### config.mk
export PLATFORM = sky130hd
export DESIGN_NAME = virtual_lan_delivery_match_core_flat
export DESIGN_NICKNAME = d
export VERILOG_FILES = /design/src/vldm_pkg.sv /design/src/vldm_if.sv /design/src/vldm_cell.sv /design/src/virtual_lan_delivery_match_core.sv /design/src/flat_wrapper.sv
export SDC_FILE = /design/constraint.sdc
export NUM_CORES = 2
export LEC_CHECK = 0
export ABC_CLOCK_PERIOD_IN_PS = 16600
export BUFFER_PORTS_ARGS = -buffer_cell sky130_fd_sc_hd__buf_2
export CAP_MARGIN = 10
export CORE_MARGIN = 8
export CORE_UTILIZATION = 49
export CTS_CLUSTER_DIAMETER = 50
export DETAILED_ROUTE_END_ITERATION = 7
export PLACE_DENSITY = 0.62
export SLEW_MARGIN = 10
export SYNTH_ARGS = -nofsm -noshare
export SYNTH_HDL_FRONTEND = slang
export SYNTH_HIERARCHICAL = 1
export SYNTH_SLANG_ARGS = --single-unit
### constraint.sdc
create_clock -name clk -period 16.6 [get_ports clk]
set_input_delay 0.83 -clock clk [delete_from_list [all_inputs] [get_ports clk]]
set_output_delay 0.83 -clock clk [all_outputs]
set_load 0.05 [all_outputs]
### src/vldm_pkg.sv
// Shared types and codes for the virtual LAN delivery matcher.
// No dependencies; compile before every other file of the block.
package vldm_pkg;

    localparam int SRC_W      = 4;   // width of a source node index
    localparam int OUT_IDX_W  = 4;   // width of a result node index
    localparam int RESULT_CAP = 16;  // most results one message may cause
    localparam int FOUND_W    = 5;   // counts 0 .. RESULT_CAP

    localparam logic KIND_ADD = 1'b0;
    localparam logic KIND_MSG = 1'b1;

    localparam logic [1:0] ATYPE_STATION = 2'd0;
    localparam logic [1:0] ATYPE_BCAST   = 2'd1;

    localparam logic [1:0] STATUS_OK       = 2'd0;
    localparam logic [1:0] STATUS_FULL     = 2'd1;
    localparam logic [1:0] STATUS_BAD_TYPE = 2'd2;
    localparam logic [1:0] STATUS_NO_SRC   = 2'd3;

    // Control and query broadcast from the sequencer to every cell.
    typedef struct packed {
        logic        eval;       // latch this cycle's match into the hit flag
        logic        shift;      // move hit flags one cell toward cell 0
        logic        wr;         // write the entry selected by wr_idx
        logic        station;    // 1 station match, 0 subnet broadcast
        logic [31:0] addr;       // node address on write, destination on eval
        logic [31:0] mask;       // node mask on write
        logic [15:0] port;       // node port on write, destination on eval
        logic [31:0] src_subnet; // subnet of the sending node
        logic [15:0] src_port;   // port of the sending node
    } vldm_ctl_t;

endpackage

### src/vldm_if.sv
// Valid/ready channel interfaces for the delivery matcher's input and result
// transactions. No dependencies.
interface vldm_in_if;
    logic        valid;
    logic        ready;
    logic        kind;
    logic [31:0] ip_addr;
    logic [31:0] subnet_mask;
    logic [15:0] net_port;
    logic [3:0]  source_node;
    logic [1:0]  addr_type;

    modport source (output valid, kind, ip_addr, subnet_mask, net_port, source_node,
                    addr_type, input ready);
    modport sink   (input valid, kind, ip_addr, subnet_mask, net_port, source_node,
                    addr_type, output ready);
endinterface

interface vldm_out_if;
    logic       valid;
    logic       ready;
    logic [3:0] node_index;
    logic       delivered;
    logic [1:0] status;
    logic       last;

    modport source (output valid, node_index, delivered, status, last, input ready);
    modport sink   (input valid, node_index, delivered, status, last, output ready);
endinterface

### src/vldm_cell.sv
// One node slot of the delivery matcher: holds a table entry, evaluates it
// against a message and passes its hit flag to the lower neighbor.
// Depends on vldm_pkg.
module vldm_cell #(
    parameter int MAX_NODES = 16,
    parameter int IDX       = 0
) (
    input  logic                              clk,
    input  logic                              rst_n,
    input  vldm_pkg::vldm_ctl_t               ctl,
    input  logic [$clog2(MAX_NODES)-1:0]      wr_idx,
    input  logic [$clog2(MAX_NODES+1)-1:0]    count,
    input  logic [vldm_pkg::SRC_W-1:0]        src,
    input  logic                              next_hit,
    output logic                              hit,
    output logic [31:0]                       entry_subnet,
    output logic [15:0]                       entry_port
);
    import vldm_pkg::*;

    localparam int IDX_W = $clog2(MAX_NODES);
    localparam int CNT_W = $clog2(MAX_NODES + 1);

    logic [31:0] addr_reg;
    logic [31:0] mask_reg;
    logic [31:0] subnet_reg;
    logic [15:0] port_reg;
    logic        hit_reg;
    logic        hit_next;

    logic        in_table;
    logic        not_src;
    logic [31:0] host;
    logic        dir_bcast;
    logic        station_hit;
    logic        bcast_hit;

    assign host        = ~mask_reg;
    assign dir_bcast   = (ctl.addr & host) == host;
    assign station_hit = (dir_bcast ? (subnet_reg == (ctl.addr & mask_reg))
                                    : (addr_reg == ctl.addr))
                         && (port_reg == ctl.port);
    assign bcast_hit   = (subnet_reg == ctl.src_subnet) && (port_reg == ctl.src_port);
    assign in_table    = CNT_W'(IDX) < count;
    assign not_src     = (IDX >= (1 << SRC_W)) || (src != SRC_W'(IDX));

    always_comb
    begin
        hit_next = hit_reg;
        if (ctl.eval)
        begin
            hit_next = in_table && not_src && (ctl.station ? station_hit : bcast_hit);
        end
        else if (ctl.shift)
        begin
            hit_next = next_hit;
        end
    end

    // Entry storage: written once when the node is added, no reset.
    always_ff @(posedge clk)
    begin
        if (ctl.wr && (wr_idx == IDX_W'(IDX)))
        begin
            addr_reg   <= ctl.addr;
            mask_reg   <= ctl.mask;
            subnet_reg <= ctl.addr & ctl.mask;
            port_reg   <= ctl.port;
        end
    end

    always_ff @(posedge clk or negedge rst_n)
    begin
        if (!rst_n)
        begin
            hit_reg <= 1'b0;
        end
        else
        begin
            hit_reg <= hit_next;
        end
    end

    assign hit          = hit_reg;
    assign entry_subnet = subnet_reg;
    assign entry_port   = port_reg;

endmodule

### src/virtual_lan_delivery_match_core.sv
// Virtual LAN delivery matcher, top level. Depends on vldm_pkg, vldm_if, vldm_cell.
// Flow: an add or a rejected message is classified in DECIDE and then written
// to the result register; a message walks SCAN and FLUSH to its last result.
// Throughput: one transaction at a time; a message's scan shifts the hit chain
// one cell per cycle toward cell 0, held while the result register cannot push.
// Reset (rst_n, asynchronous): empties the table and the control; entries hold
// no reset value and are only read below the node count.
module virtual_lan_delivery_match_core #(
    parameter int MAX_NODES = 16
) (
    input  logic              clk,
    input  logic              rst_n,
    vldm_in_if.sink           in_ch,
    vldm_out_if.source        out_ch
);
    import vldm_pkg::*;

    localparam int IDX_W = $clog2(MAX_NODES);
    localparam int CNT_W = $clog2(MAX_NODES + 1);
    localparam int CMP_W = (CNT_W > SRC_W) ? CNT_W : SRC_W;
    localparam int NSRC  = 1 << SRC_W;

    // Sequencer: DECIDE classifies the captured transaction, SCAN walks the
    // hit chain, FLUSH releases the held result, or an empty one, marked last.
    typedef enum logic [1:0] {
        ST_IDLE,
        ST_DECIDE,
        ST_SCAN,
        ST_FLUSH
    } state_t;

    state_t state_reg, state_next;

    // Captured input transaction (payload, no reset).
    logic             kind_reg, kind_next;
    logic [31:0]      addr_reg, addr_next;
    logic [31:0]      mask_reg, mask_next;
    logic [15:0]      port_reg, port_next;
    logic [SRC_W-1:0] src_reg, src_next;
    logic [1:0]       type_reg, type_next;

    // Table fill and scan control.
    logic [CNT_W-1:0]     count_reg, count_next;
    logic [CNT_W-1:0]     scan_reg, scan_next;
    logic [FOUND_W-1:0]   found_reg, found_next;
    logic [FOUND_W-1:0]   found_inc;
    logic                 pend_vld_reg, pend_vld_next;
    logic [OUT_IDX_W-1:0] pend_idx_reg, pend_idx_next;

    // Result register: parts the scan from the result channel.
    logic                 out_valid_reg, out_valid_next;
    logic [OUT_IDX_W-1:0] out_idx_reg, out_idx_next;
    logic                 out_dlv_reg, out_dlv_next;
    logic [1:0]           out_status_reg, out_status_next;
    logic                 out_last_reg, out_last_next;

    logic            can_push;
    logic            full;
    logic            in_accept;
    vldm_ctl_t       ctl;

    // Cell row.
    logic [MAX_NODES:0] hit_chain;
    logic [31:0]        cell_subnet [MAX_NODES];
    logic [15:0]        cell_port   [MAX_NODES];
    logic [31:0]        src_subnet_tab [NSRC];
    logic [15:0]        src_port_tab   [NSRC];

    assign can_push  = !out_valid_reg || out_ch.ready;
    assign full      = count_reg == CNT_W'(MAX_NODES);
    assign in_ch.ready = (state_reg == ST_IDLE);
    assign in_accept = in_ch.valid && in_ch.ready;
    assign found_inc = found_reg + FOUND_W'(1);
    assign hit_chain[MAX_NODES] = 1'b0;

    genvar g;
    generate
        for (g = 0; g < MAX_NODES; g++)
        begin : g_cell
            vldm_cell #(
                .MAX_NODES (MAX_NODES),
                .IDX       (g)
            ) u_cell (
                .clk          (clk),
                .rst_n        (rst_n),
                .ctl          (ctl),
                .wr_idx       (count_reg[IDX_W-1:0]),
                .count        (count_reg),
                .src          (src_reg),
                .next_hit     (hit_chain[g+1]),
                .hit          (hit_chain[g]),
                .entry_subnet (cell_subnet[g]),
                .entry_port   (cell_port[g])
            );
        end

        // Only the first cells can be named as a sender.
        for (g = 0; g < NSRC; g++)
        begin : g_src
            if (g < MAX_NODES)
            begin : g_used
                assign src_subnet_tab[g] = cell_subnet[g];
                assign src_port_tab[g]   = cell_port[g];
            end
            else
            begin : g_unused
                assign src_subnet_tab[g] = '0;
                assign src_port_tab[g]   = '0;
            end
        end
    endgenerate

    always_comb
    begin
        state_next      = state_reg;
        kind_next       = kind_reg;
        addr_next       = addr_reg;
        mask_next       = mask_reg;
        port_next       = port_reg;
        src_next        = src_reg;
        type_next       = type_reg;
        count_next      = count_reg;
        scan_next       = scan_reg;
        found_next      = found_reg;
        pend_vld_next   = pend_vld_reg;
        pend_idx_next   = pend_idx_reg;
        out_valid_next  = out_valid_reg;
        out_idx_next    = out_idx_reg;
        out_dlv_next    = out_dlv_reg;
        out_status_next = out_status_reg;
        out_last_next   = out_last_reg;

        ctl.eval       = 1'b0;
        ctl.shift      = 1'b0;
        ctl.wr         = 1'b0;
        ctl.station    = (type_reg == ATYPE_STATION);
        ctl.addr       = addr_reg;
        ctl.mask       = mask_reg;
        ctl.port       = port_reg;
        ctl.src_subnet = src_subnet_tab[src_reg];
        ctl.src_port   = src_port_tab[src_reg];

        // Drop the result once the sink takes it; a push below overrides.
        if (out_ch.ready)
        begin
            out_valid_next = 1'b0;
        end

        unique case (state_reg)
            ST_IDLE:
            begin
                if (in_accept)
                begin
                    kind_next  = in_ch.kind;
                    addr_next  = in_ch.ip_addr;
                    mask_next  = in_ch.subnet_mask;
                    port_next  = in_ch.net_port;
                    src_next   = in_ch.source_node;
                    type_next  = in_ch.addr_type;
                    state_next = ST_DECIDE;
                end
            end

            ST_DECIDE:
            begin
                if (kind_reg == KIND_ADD)
                begin
                    if (can_push)
                    begin
                        out_valid_next = 1'b1;
                        out_last_next  = 1'b1;
                        if (full)
                        begin
                            out_idx_next    = '0;
                            out_dlv_next    = 1'b0;
                            out_status_next = STATUS_FULL;
                        end
                        else
                        begin
                            out_idx_next    = OUT_IDX_W'(count_reg);
                            out_dlv_next    = 1'b1;
                            out_status_next = STATUS_OK;
                            ctl.wr          = 1'b1;
                            count_next      = count_reg + CNT_W'(1);
                        end
                        state_next = ST_IDLE;
                    end
                end
                else if (CMP_W'(src_reg) >= CMP_W'(count_reg))
                begin
                    if (can_push)
                    begin
                        out_valid_next  = 1'b1;
                        out_idx_next    = '0;
                        out_dlv_next    = 1'b0;
                        out_status_next = STATUS_NO_SRC;
                        out_last_next   = 1'b1;
                        state_next      = ST_IDLE;
                    end
                end
                else if ((type_reg != ATYPE_STATION) && (type_reg != ATYPE_BCAST))
                begin
                    if (can_push)
                    begin
                        out_valid_next  = 1'b1;
                        out_idx_next    = '0;
                        out_dlv_next    = 1'b0;
                        out_status_next = STATUS_BAD_TYPE;
                        out_last_next   = 1'b1;
                        state_next      = ST_IDLE;
                    end
                end
                else
                begin
                    // Every cell latches its match; cell 0 then holds entry 0.
                    ctl.eval      = 1'b1;
                    scan_next     = '0;
                    found_next    = '0;
                    pend_vld_next = 1'b0;
                    state_next    = ST_SCAN;
                end
            end

            ST_SCAN:
            begin
                // Hold the chain while the result register cannot take a push.
                if (can_push)
                begin
                    if (scan_reg == count_reg)
                    begin
                        state_next = ST_FLUSH;
                    end
                    else
                    begin
                        ctl.shift = 1'b1;
                        scan_next = scan_reg + CNT_W'(1);
                        if (hit_chain[0])
                        begin
                            // Release the earlier recipient; keep this one back
                            // until it is known whether it is the last.
                            if (pend_vld_reg)
                            begin
                                out_valid_next  = 1'b1;
                                out_idx_next    = pend_idx_reg;
                                out_dlv_next    = 1'b1;
                                out_status_next = STATUS_OK;
                                out_last_next   = 1'b0;
                            end
                            pend_vld_next = 1'b1;
                            pend_idx_next = OUT_IDX_W'(scan_reg);
                            found_next    = found_inc;
                            if (found_inc == FOUND_W'(RESULT_CAP))
                            begin
                                state_next = ST_FLUSH;
                            end
                        end
                    end
                end
            end

            ST_FLUSH:
            begin
                if (can_push)
                begin
                    out_valid_next  = 1'b1;
                    out_idx_next    = pend_vld_reg ? pend_idx_reg : '0;
                    out_dlv_next    = pend_vld_reg;
                    out_status_next = STATUS_OK;
                    out_last_next   = 1'b1;
                    pend_vld_next   = 1'b0;
                    state_next      = ST_IDLE;
                end
            end

            default:
            begin
                state_next = ST_IDLE;
            end
        endcase
    end

    // Payload registers: no reset.
    always_ff @(posedge clk)
    begin
        kind_reg       <= kind_next;
        addr_reg       <= addr_next;
        mask_reg       <= mask_next;
        port_reg       <= port_next;
        src_reg        <= src_next;
        type_reg       <= type_next;
        pend_idx_reg   <= pend_idx_next;
        out_idx_reg    <= out_idx_next;
        out_dlv_reg    <= out_dlv_next;
        out_status_reg <= out_status_next;
        out_last_reg   <= out_last_next;
    end

    // Sequencer state and control registers.
    always_ff @(posedge clk or negedge rst_n)
    begin
        if (!rst_n)
        begin
            state_reg     <= ST_IDLE;
            count_reg     <= '0;
            scan_reg      <= '0;
            found_reg     <= '0;
            pend_vld_reg  <= 1'b0;
            out_valid_reg <= 1'b0;
        end
        else
        begin
            state_reg     <= state_next;
            count_reg     <= count_next;
            scan_reg      <= scan_next;
            found_reg     <= found_next;
            pend_vld_reg  <= pend_vld_next;
            out_valid_reg <= out_valid_next;
        end
    end

    assign out_ch.valid      = out_valid_reg;
    assign out_ch.node_index = out_idx_reg;
    assign out_ch.delivered  = out_dlv_reg;
    assign out_ch.status     = out_status_reg;
    assign out_ch.last       = out_last_reg;

    // The table never holds more nodes than it has cells.
    a_count_bound: assert property (@(posedge clk) disable iff (!rst_n)
        count_reg <= CNT_W'(MAX_NODES))
        else $error("node count beyond table size");

    // A result that names no recipient always closes its transaction.
    a_nodlv_last: assert property (@(posedge clk) disable iff (!rst_n)
        (out_valid_reg && !out_dlv_reg) |-> out_last_reg)
        else $error("undelivered result not marked last");

    // A successful add grows the table by exactly one.
    a_add_grows: assert property (@(posedge clk) disable iff (!rst_n)
        (state_reg == ST_DECIDE && kind_reg == KIND_ADD && can_push && !full)
        |=> count_reg == $past(count_reg) + CNT_W'(1))
        else $error("add did not advance node count");

    // The scan never runs past the table fill or the result cap.
    a_scan_bound: assert property (@(posedge clk) disable iff (!rst_n)
        (state_reg == ST_SCAN) |-> (scan_reg <= count_reg)
        && (found_reg < FOUND_W'(RESULT_CAP)))
        else $error("scan out of range");

endmodule

### src/flat_wrapper.sv
// flat-port wrapper written by rule: the top's interface ports become plain ports
module virtual_lan_delivery_match_core_flat import vldm_pkg::*;
#(
    parameter int MAX_NODES = 16
)
  (clk, rst_n, in_ch_valid, in_ch_kind, in_ch_ip_addr, in_ch_subnet_mask, in_ch_net_port, in_ch_source_node, in_ch_addr_type, in_ch_ready, out_ch_valid, out_ch_node_index, out_ch_delivered, out_ch_status, out_ch_last, out_ch_ready);
  vldm_in_if in_ch_i ();
  vldm_out_if out_ch_i ();
  input  logic clk;
  input  logic rst_n;
  input wire logic [$bits(in_ch_i.valid)-1:0] in_ch_valid;
  input wire logic [$bits(in_ch_i.kind)-1:0] in_ch_kind;
  input wire logic [$bits(in_ch_i.ip_addr)-1:0] in_ch_ip_addr;
  input wire logic [$bits(in_ch_i.subnet_mask)-1:0] in_ch_subnet_mask;
  input wire logic [$bits(in_ch_i.net_port)-1:0] in_ch_net_port;
  input wire logic [$bits(in_ch_i.source_node)-1:0] in_ch_source_node;
  input wire logic [$bits(in_ch_i.addr_type)-1:0] in_ch_addr_type;
  output wire logic [$bits(in_ch_i.ready)-1:0] in_ch_ready;
  output wire logic [$bits(out_ch_i.valid)-1:0] out_ch_valid;
  output wire logic [$bits(out_ch_i.node_index)-1:0] out_ch_node_index;
  output wire logic [$bits(out_ch_i.delivered)-1:0] out_ch_delivered;
  output wire logic [$bits(out_ch_i.status)-1:0] out_ch_status;
  output wire logic [$bits(out_ch_i.last)-1:0] out_ch_last;
  input wire logic [$bits(out_ch_i.ready)-1:0] out_ch_ready;
  assign in_ch_i.valid = in_ch_valid;
  assign in_ch_i.kind = in_ch_kind;
  assign in_ch_i.ip_addr = in_ch_ip_addr;
  assign in_ch_i.subnet_mask = in_ch_subnet_mask;
  assign in_ch_i.net_port = in_ch_net_port;
  assign in_ch_i.source_node = in_ch_source_node;
  assign in_ch_i.addr_type = in_ch_addr_type;
  assign in_ch_ready = in_ch_i.ready;
  assign out_ch_valid = out_ch_i.valid;
  assign out_ch_node_index = out_ch_i.node_index;
  assign out_ch_delivered = out_ch_i.delivered;
  assign out_ch_status = out_ch_i.status;
  assign out_ch_last = out_ch_i.last;
  assign out_ch_i.ready = out_ch_ready;
  virtual_lan_delivery_match_core #(.MAX_NODES(MAX_NODES)) u_core (.clk(clk), .rst_n(rst_n), .in_ch(in_ch_i), .out_ch(out_ch_i));
endmodule
; Word-level counts from Yosys, hierarchy flattened
; Index checks and enable logic that the tools add are counted.
[classes]
n_mux = 165
add_sub_neg = 3
bitwise = 53
reduce_logical = 102
eq_ne = 147
order_cmp = 18
[ops]
columns = op, n
row1 = $eq A32 B32 Y1, 64
row2 = $and A32 B32 Y32, 33
row3 = $eq A16 B16 Y1, 32
row4 = $not A32 Y32, 16
row5 = $bmux W32 S4, 1
row6 = $mux W1, 110
row7 = $logic_and A1 B1 Y1, 82
row8 = $bmux W16 S4, 1
row9 = $mux W32, 2
row10 = $mux W4, 12
row11 = $lt A4 B5 Y1 const A, 8
row12 = $mux W2, 20
row13 = $mux W5, 8
row14 = $ne A4 B4 Y1 const B, 9
row15 = $eq A4 B4 Y1 const B, 8
row16 = $mux W16, 2
row17 = $reduce_and A8 Y1, 3
row18 = $lt A3 B5 Y1 const A, 4
row19 = $pmux W5 S2, 2
row20 = $eq A4 B3 Y1 const B, 4
row21 = $ne A4 B3 Y1 const B, 4
row22 = $add A5 B1 Y5 const B, 3
row23 = $ne A2 B1 Y1 const B, 6
row24 = $pmux W1 S3, 4
row25 = 31 further kinds, 50
[totals]
input_bits = 91
reg_bits = 1926

; Depth between registers and ports, before layout
[depth]
word_depth = 9
ltp_mapped = 15
mapped_depth_nobuf = 12

; Cells and area by module
; The synthesis kept the hierarchy.
[modules_own_cells]
columns = module, n_inst, seq_area_each_um2, cells_per_inst, area_each_um2
row1 = vldm_cell (u_core.g_cell[11].u_cell ...), 2, 3388.2, 384, 5325.1
row2 = vldm_cell (u_core.g_cell[1].u_cell ...), 2, 3388.2, 384, 5323.9
row3 = virtual_lan_delivery_match_core, 1, 3448.3, 555, 10119.7
row4 = vldm_cell (u_core.g_cell[9].u_cell), 1, 3388.2, 398, 5454.0
row5 = vldm_cell (u_core.g_cell[10].u_cell), 1, 3388.2, 399, 5446.5
row6 = vldm_cell (u_core.g_cell[2].u_cell), 1, 3388.2, 398, 5442.7
row7 = vldm_cell (u_core.g_cell[4].u_cell), 1, 3388.2, 400, 5441.5
row8 = vldm_cell (u_core.g_cell[8].u_cell), 1, 3388.2, 399, 5441.5
row9 = vldm_cell (u_core.g_cell[14].u_cell), 1, 3388.2, 398, 5439.0
row10 = vldm_cell (u_core.g_cell[12].u_cell), 1, 3388.2, 386, 5328.9
row11 = vldm_cell (u_core.g_cell[7].u_cell), 1, 3388.2, 385, 5325.1
row12 = vldm_cell (u_core.g_cell[0].u_cell), 1, 3388.2, 385, 5323.9
row13 = vldm_cell (u_core.g_cell[13].u_cell), 1, 3388.2, 385, 5321.4
row14 = vldm_cell (u_core.g_cell[15].u_cell), 1, 3388.2, 385, 5318.9
row15 = vldm_cell (u_core.g_cell[3].u_cell), 1, 3388.2, 384, 5318.9

; Worst setup path after synthesis
; OpenSTA, ideal clock, no wires.
[synth_path]
path_kind = flip-flop to flip-flop
start = register u_core.count_reg[1]
end = register u_core.g_cell[11].u_cell.addr_reg[0], enable pin
t_arrival_ns = 12.776
setup_time_ns = 0.865
path_stages_with_launch = 9
slack_ns = 2.959
cell_sequence = dfrtp_1 > inv_1 > ha_1 > nand2_1 > o31a_1 > and3_1 > clkbuf_1 > nand2_1 > nor4bb_1
[synth_rtl]
columns = item, line_no
row1 = start: declaration, virtual_lan_delivery_match_core.sv:43  ; logic [CNT_W-1:0] count_reg, count_next;
row2 = start signal: assignment, virtual_lan_delivery_match_core.sv:313  ; count_reg <= count_next;
row3 = end signal: assignment, vldm_cell.sv:65  ; addr_reg <= ctl.addr;
row4 = end: declaration, vldm_cell.sv:24  ; logic [31:0] addr_reg;

==> metrics.txt <==
crit-path cells buf_12 -> buf_4 -> buf_4 -> mux4_1 -> mux4_2 -> xor2_1 -> nor4_1 -> nand4_1 -> nor4_1 -> a211oi_1 -> a21oi_1; period utilisation layout between 30% and 40%; die width about 460 um; Power Density about 140 nW/um2; total gr overflow 0; clk_lat worst skew roughly 0.9 ns; first-pass GRT wire length just under 600 mm; hold_buf cts 0; Peak Freq about 0.16 GHz; VDD IR max approximately 0.00014 V; Total Wirelength about 450 mm; die boundary height 459 um; initial antenna violation count 55; average cell area after synthesis around 14 um2; EDFF count, synth 1891; Post-CTS Setup Bufs 0; CTS tree built; Worst EP required between 15 and 20 ns; via count between 60000 and 70000; Seq cells post-synth between 1500 and 2000; DR pass1 iterations 6; # DRC 0; Row Count around 160; root buf cell clkbuf_16; share of layout cells above drive strength 1 12.3%; P_int ~10000 uW; Hold Crit Class in2async; routability cong. 1.06; H-tree Lvls 4; drt wl/cell 44.5 um; cell area after synthesis just under 100000 um2; core area 195000 um2; Num Clock Sinks 1926; Worst-path clk slew ~0.06 ns; Power Total 15700 uW; Netlist cell types just over 70; NetSw about 5700 uW; CTS-repair resized insts 0; Seq pwr share 38.7%; run status complete, no violations; crit path time final roughly 6.2 ns; GR Util All Layers between 40% and 50%; Net Count, Synth ~6900; drt via density 6.82; Ys Warns 6; Gate Count Post-Synth slightly below 7000; CP Max Fanout 101; ys async rst share approximately 1.8%; Final Instance Area 109000 um2; Slew Viols, Final 0; RSZ-0062 raised after global routing false; Sw Ratio ~36%; cts bufs inserted ~220; Initial Util ~50%; Worst Path Class, Setup reg2reg; Post-Place Cell Area 101000 um2; crit start category flip-flop; Critical-path top delay cell mux4_2; clk buf depth 3; antenna violation net count after detailed routing 0; Layout area overhead 13.3%; DP HPWL between 300 and 400 mm; worst slew pin tran 1.27 ns; 1st-iter DRT viols 11395; DIE AREA between 200000 and 250000 um2; final hold viol count 0; input/output buffers 100; proportion of power drawn by combinational gates ~30%; IO Pins approximately 100; Seq/Total Area, Yosys approximately three fifths; hold_ws between 0.09 and 0.1 ns; crit-path max cell delay approximately 0.95 ns; endpoint class of the critical path flip-flop; largest net degree at the start of global routing 102; vias in the first global route about 65000; Final setup viols 0; setup TNS 0 ns; Leak between 0.03 and 0.04 uW; WP data arrival 6.99 ns; layout net count about 7400; clk_skew approximately 0.07 ns; max cap viols 0; Slew HR between 10% and 20%; Synth Flop Type edfxtp_1; Clock power frac between 30% and 40%
[cell usage after synthesis, types with 21 or more instances]
master	count	area share (%)
nor4_1	299	1.9
a211oi_1	56	0.44
o22ai_1	256	1.7
nand4_1	345	2.2
inv_1	31	0.12
and3b_1	48	0.44
edfxtp_1	1891	59
mux4_2	222	5.2
a21boi_0	48	0.38
and2_1	509	3.3
nor3_1	21	0.11
dfrtp_1	35	0.91
o22a_1	48	0.44
nand2_1	381	1.5
a21o_1	57	0.45
and3_1	97	0.63
xor2_1	1095	10
nand3_1	99	0.52
clkbuf_1	26	0.10
xnor2_1	772	7.0
a21oi_1	123	0.64
nor2_1	95	0.37
[power by group through the flow]
stage,clock network [uW],registers (uW),logic [uW]
3_3_place_gp,0,6170,4510
5_1_grt,5130,6090,4730
6_report,4930,6090,4700
4_1_cts,4960,6080,4560
2_1_floorplan,0,6460,2110
3_5_place_dp,0,6170,4540
[placed cells by master, fill, tap and decap left out, types with 47 or more instances in the layout]
cell type     n
a211oi_1     56
a21boi_0     48
a21o_1       57
a21oi_1     123
and2_1      507
and3_1       97
and3b_1      48
buf_2       100
buf_4       185
clkbuf_1     47
clkbuf_16   218
edfxtp_1   1891
mux4_2      222
nand2_1     381
nand3_1      99
nand4_1     345
nor2_1       86
nor4_1      295
o22a_1       48
o22ai_1     256
xnor2_1     772
xor2_1     1095
[per-stage QoR]
stage	std cells	util, %	setup WS, ns
6_report	10106	55.8	10.42
5_1_grt	10068	55.8	10.09
2_1_floorplan	6793	-	2.96
3_5_place_dp	9659	52.0	10.50
4_1_cts	10062	55.8	10.45
3_3_place_gp	9659	52.0	10.54
[layer usage]
layer	up-vias	track usage, %	share of wire, %
li1	27031	-	-
met2	5482	63.5	44
met4	8	28.5	9.0
met5	-	0	0.016
met1	35050	52.0	36
met3	1334	10.8	11
[worst max-delay path, delay by kind of cell, from the launching register on]
family / cells / cell delay [ns]
AO/OA/AOI/OAI: 2 / 0.26
buffers and inverters: 3 / 2.09
multiplexers: 2 / 1.60
XOR/XNOR: 1 / 0.32
flip-flops: 1 / 0.38
AND/OR/NAND/NOR: 3 / 1.15
[area by class of cell]
| class | instances | area, um2 |
|---|---|---|
| clock buffer | 267 | 5660 |
| sequential | 1926 | 57700 |
| multi-input combinational | 4777 | 38000 |
| fill | 15637 | 86000 |
| timing repair buffer | 301 | 2210 |
| inverter | 31 | 116 |
| tap | 2624 | 3280 |
| antenna | 44 | 110 |
| clock inverter | 136 | 1700 |
[logic make-up after synthesis]
| kind of cell | synth area share, % |
|---|---|
| simple gates | 11.8 |
| flops | 60.1 |
| xor+xnor | 17.0 |
| compound gates | 4.73 |
| mux | 5.80 |
| buf+inv | 0.506 |
| fa+ha+maj | 0.104 |
| other cells | 0.00391 |
[path summary, 6_finish.rpt]
check | from | to | slack [ns] | cells after the start
setup / recovery | u_core/src_reg[0] | u_core/g_cell[4].u_cell/hit | 10.42 | 11
hold / removal | rst_n | u_core/found_reg[3] | 0.09 | 2
setup reg to reg | u_core/src_reg[0] | u_core/g_cell[4].u_cell/hit | 10.42 | 11
hold reg to reg | u_core/scan_reg[4] | u_core/scan_reg[4] | 0.50 | 1
max in group asynchronous | rst_n | u_core/g_cell[14].u_cell/hit | 15.80 | 2
min in group clk | in_ch_ip_addr[16] | u_core/addr_reg[16] | 0.13 | 1
(Power assumes the default switching activity.)
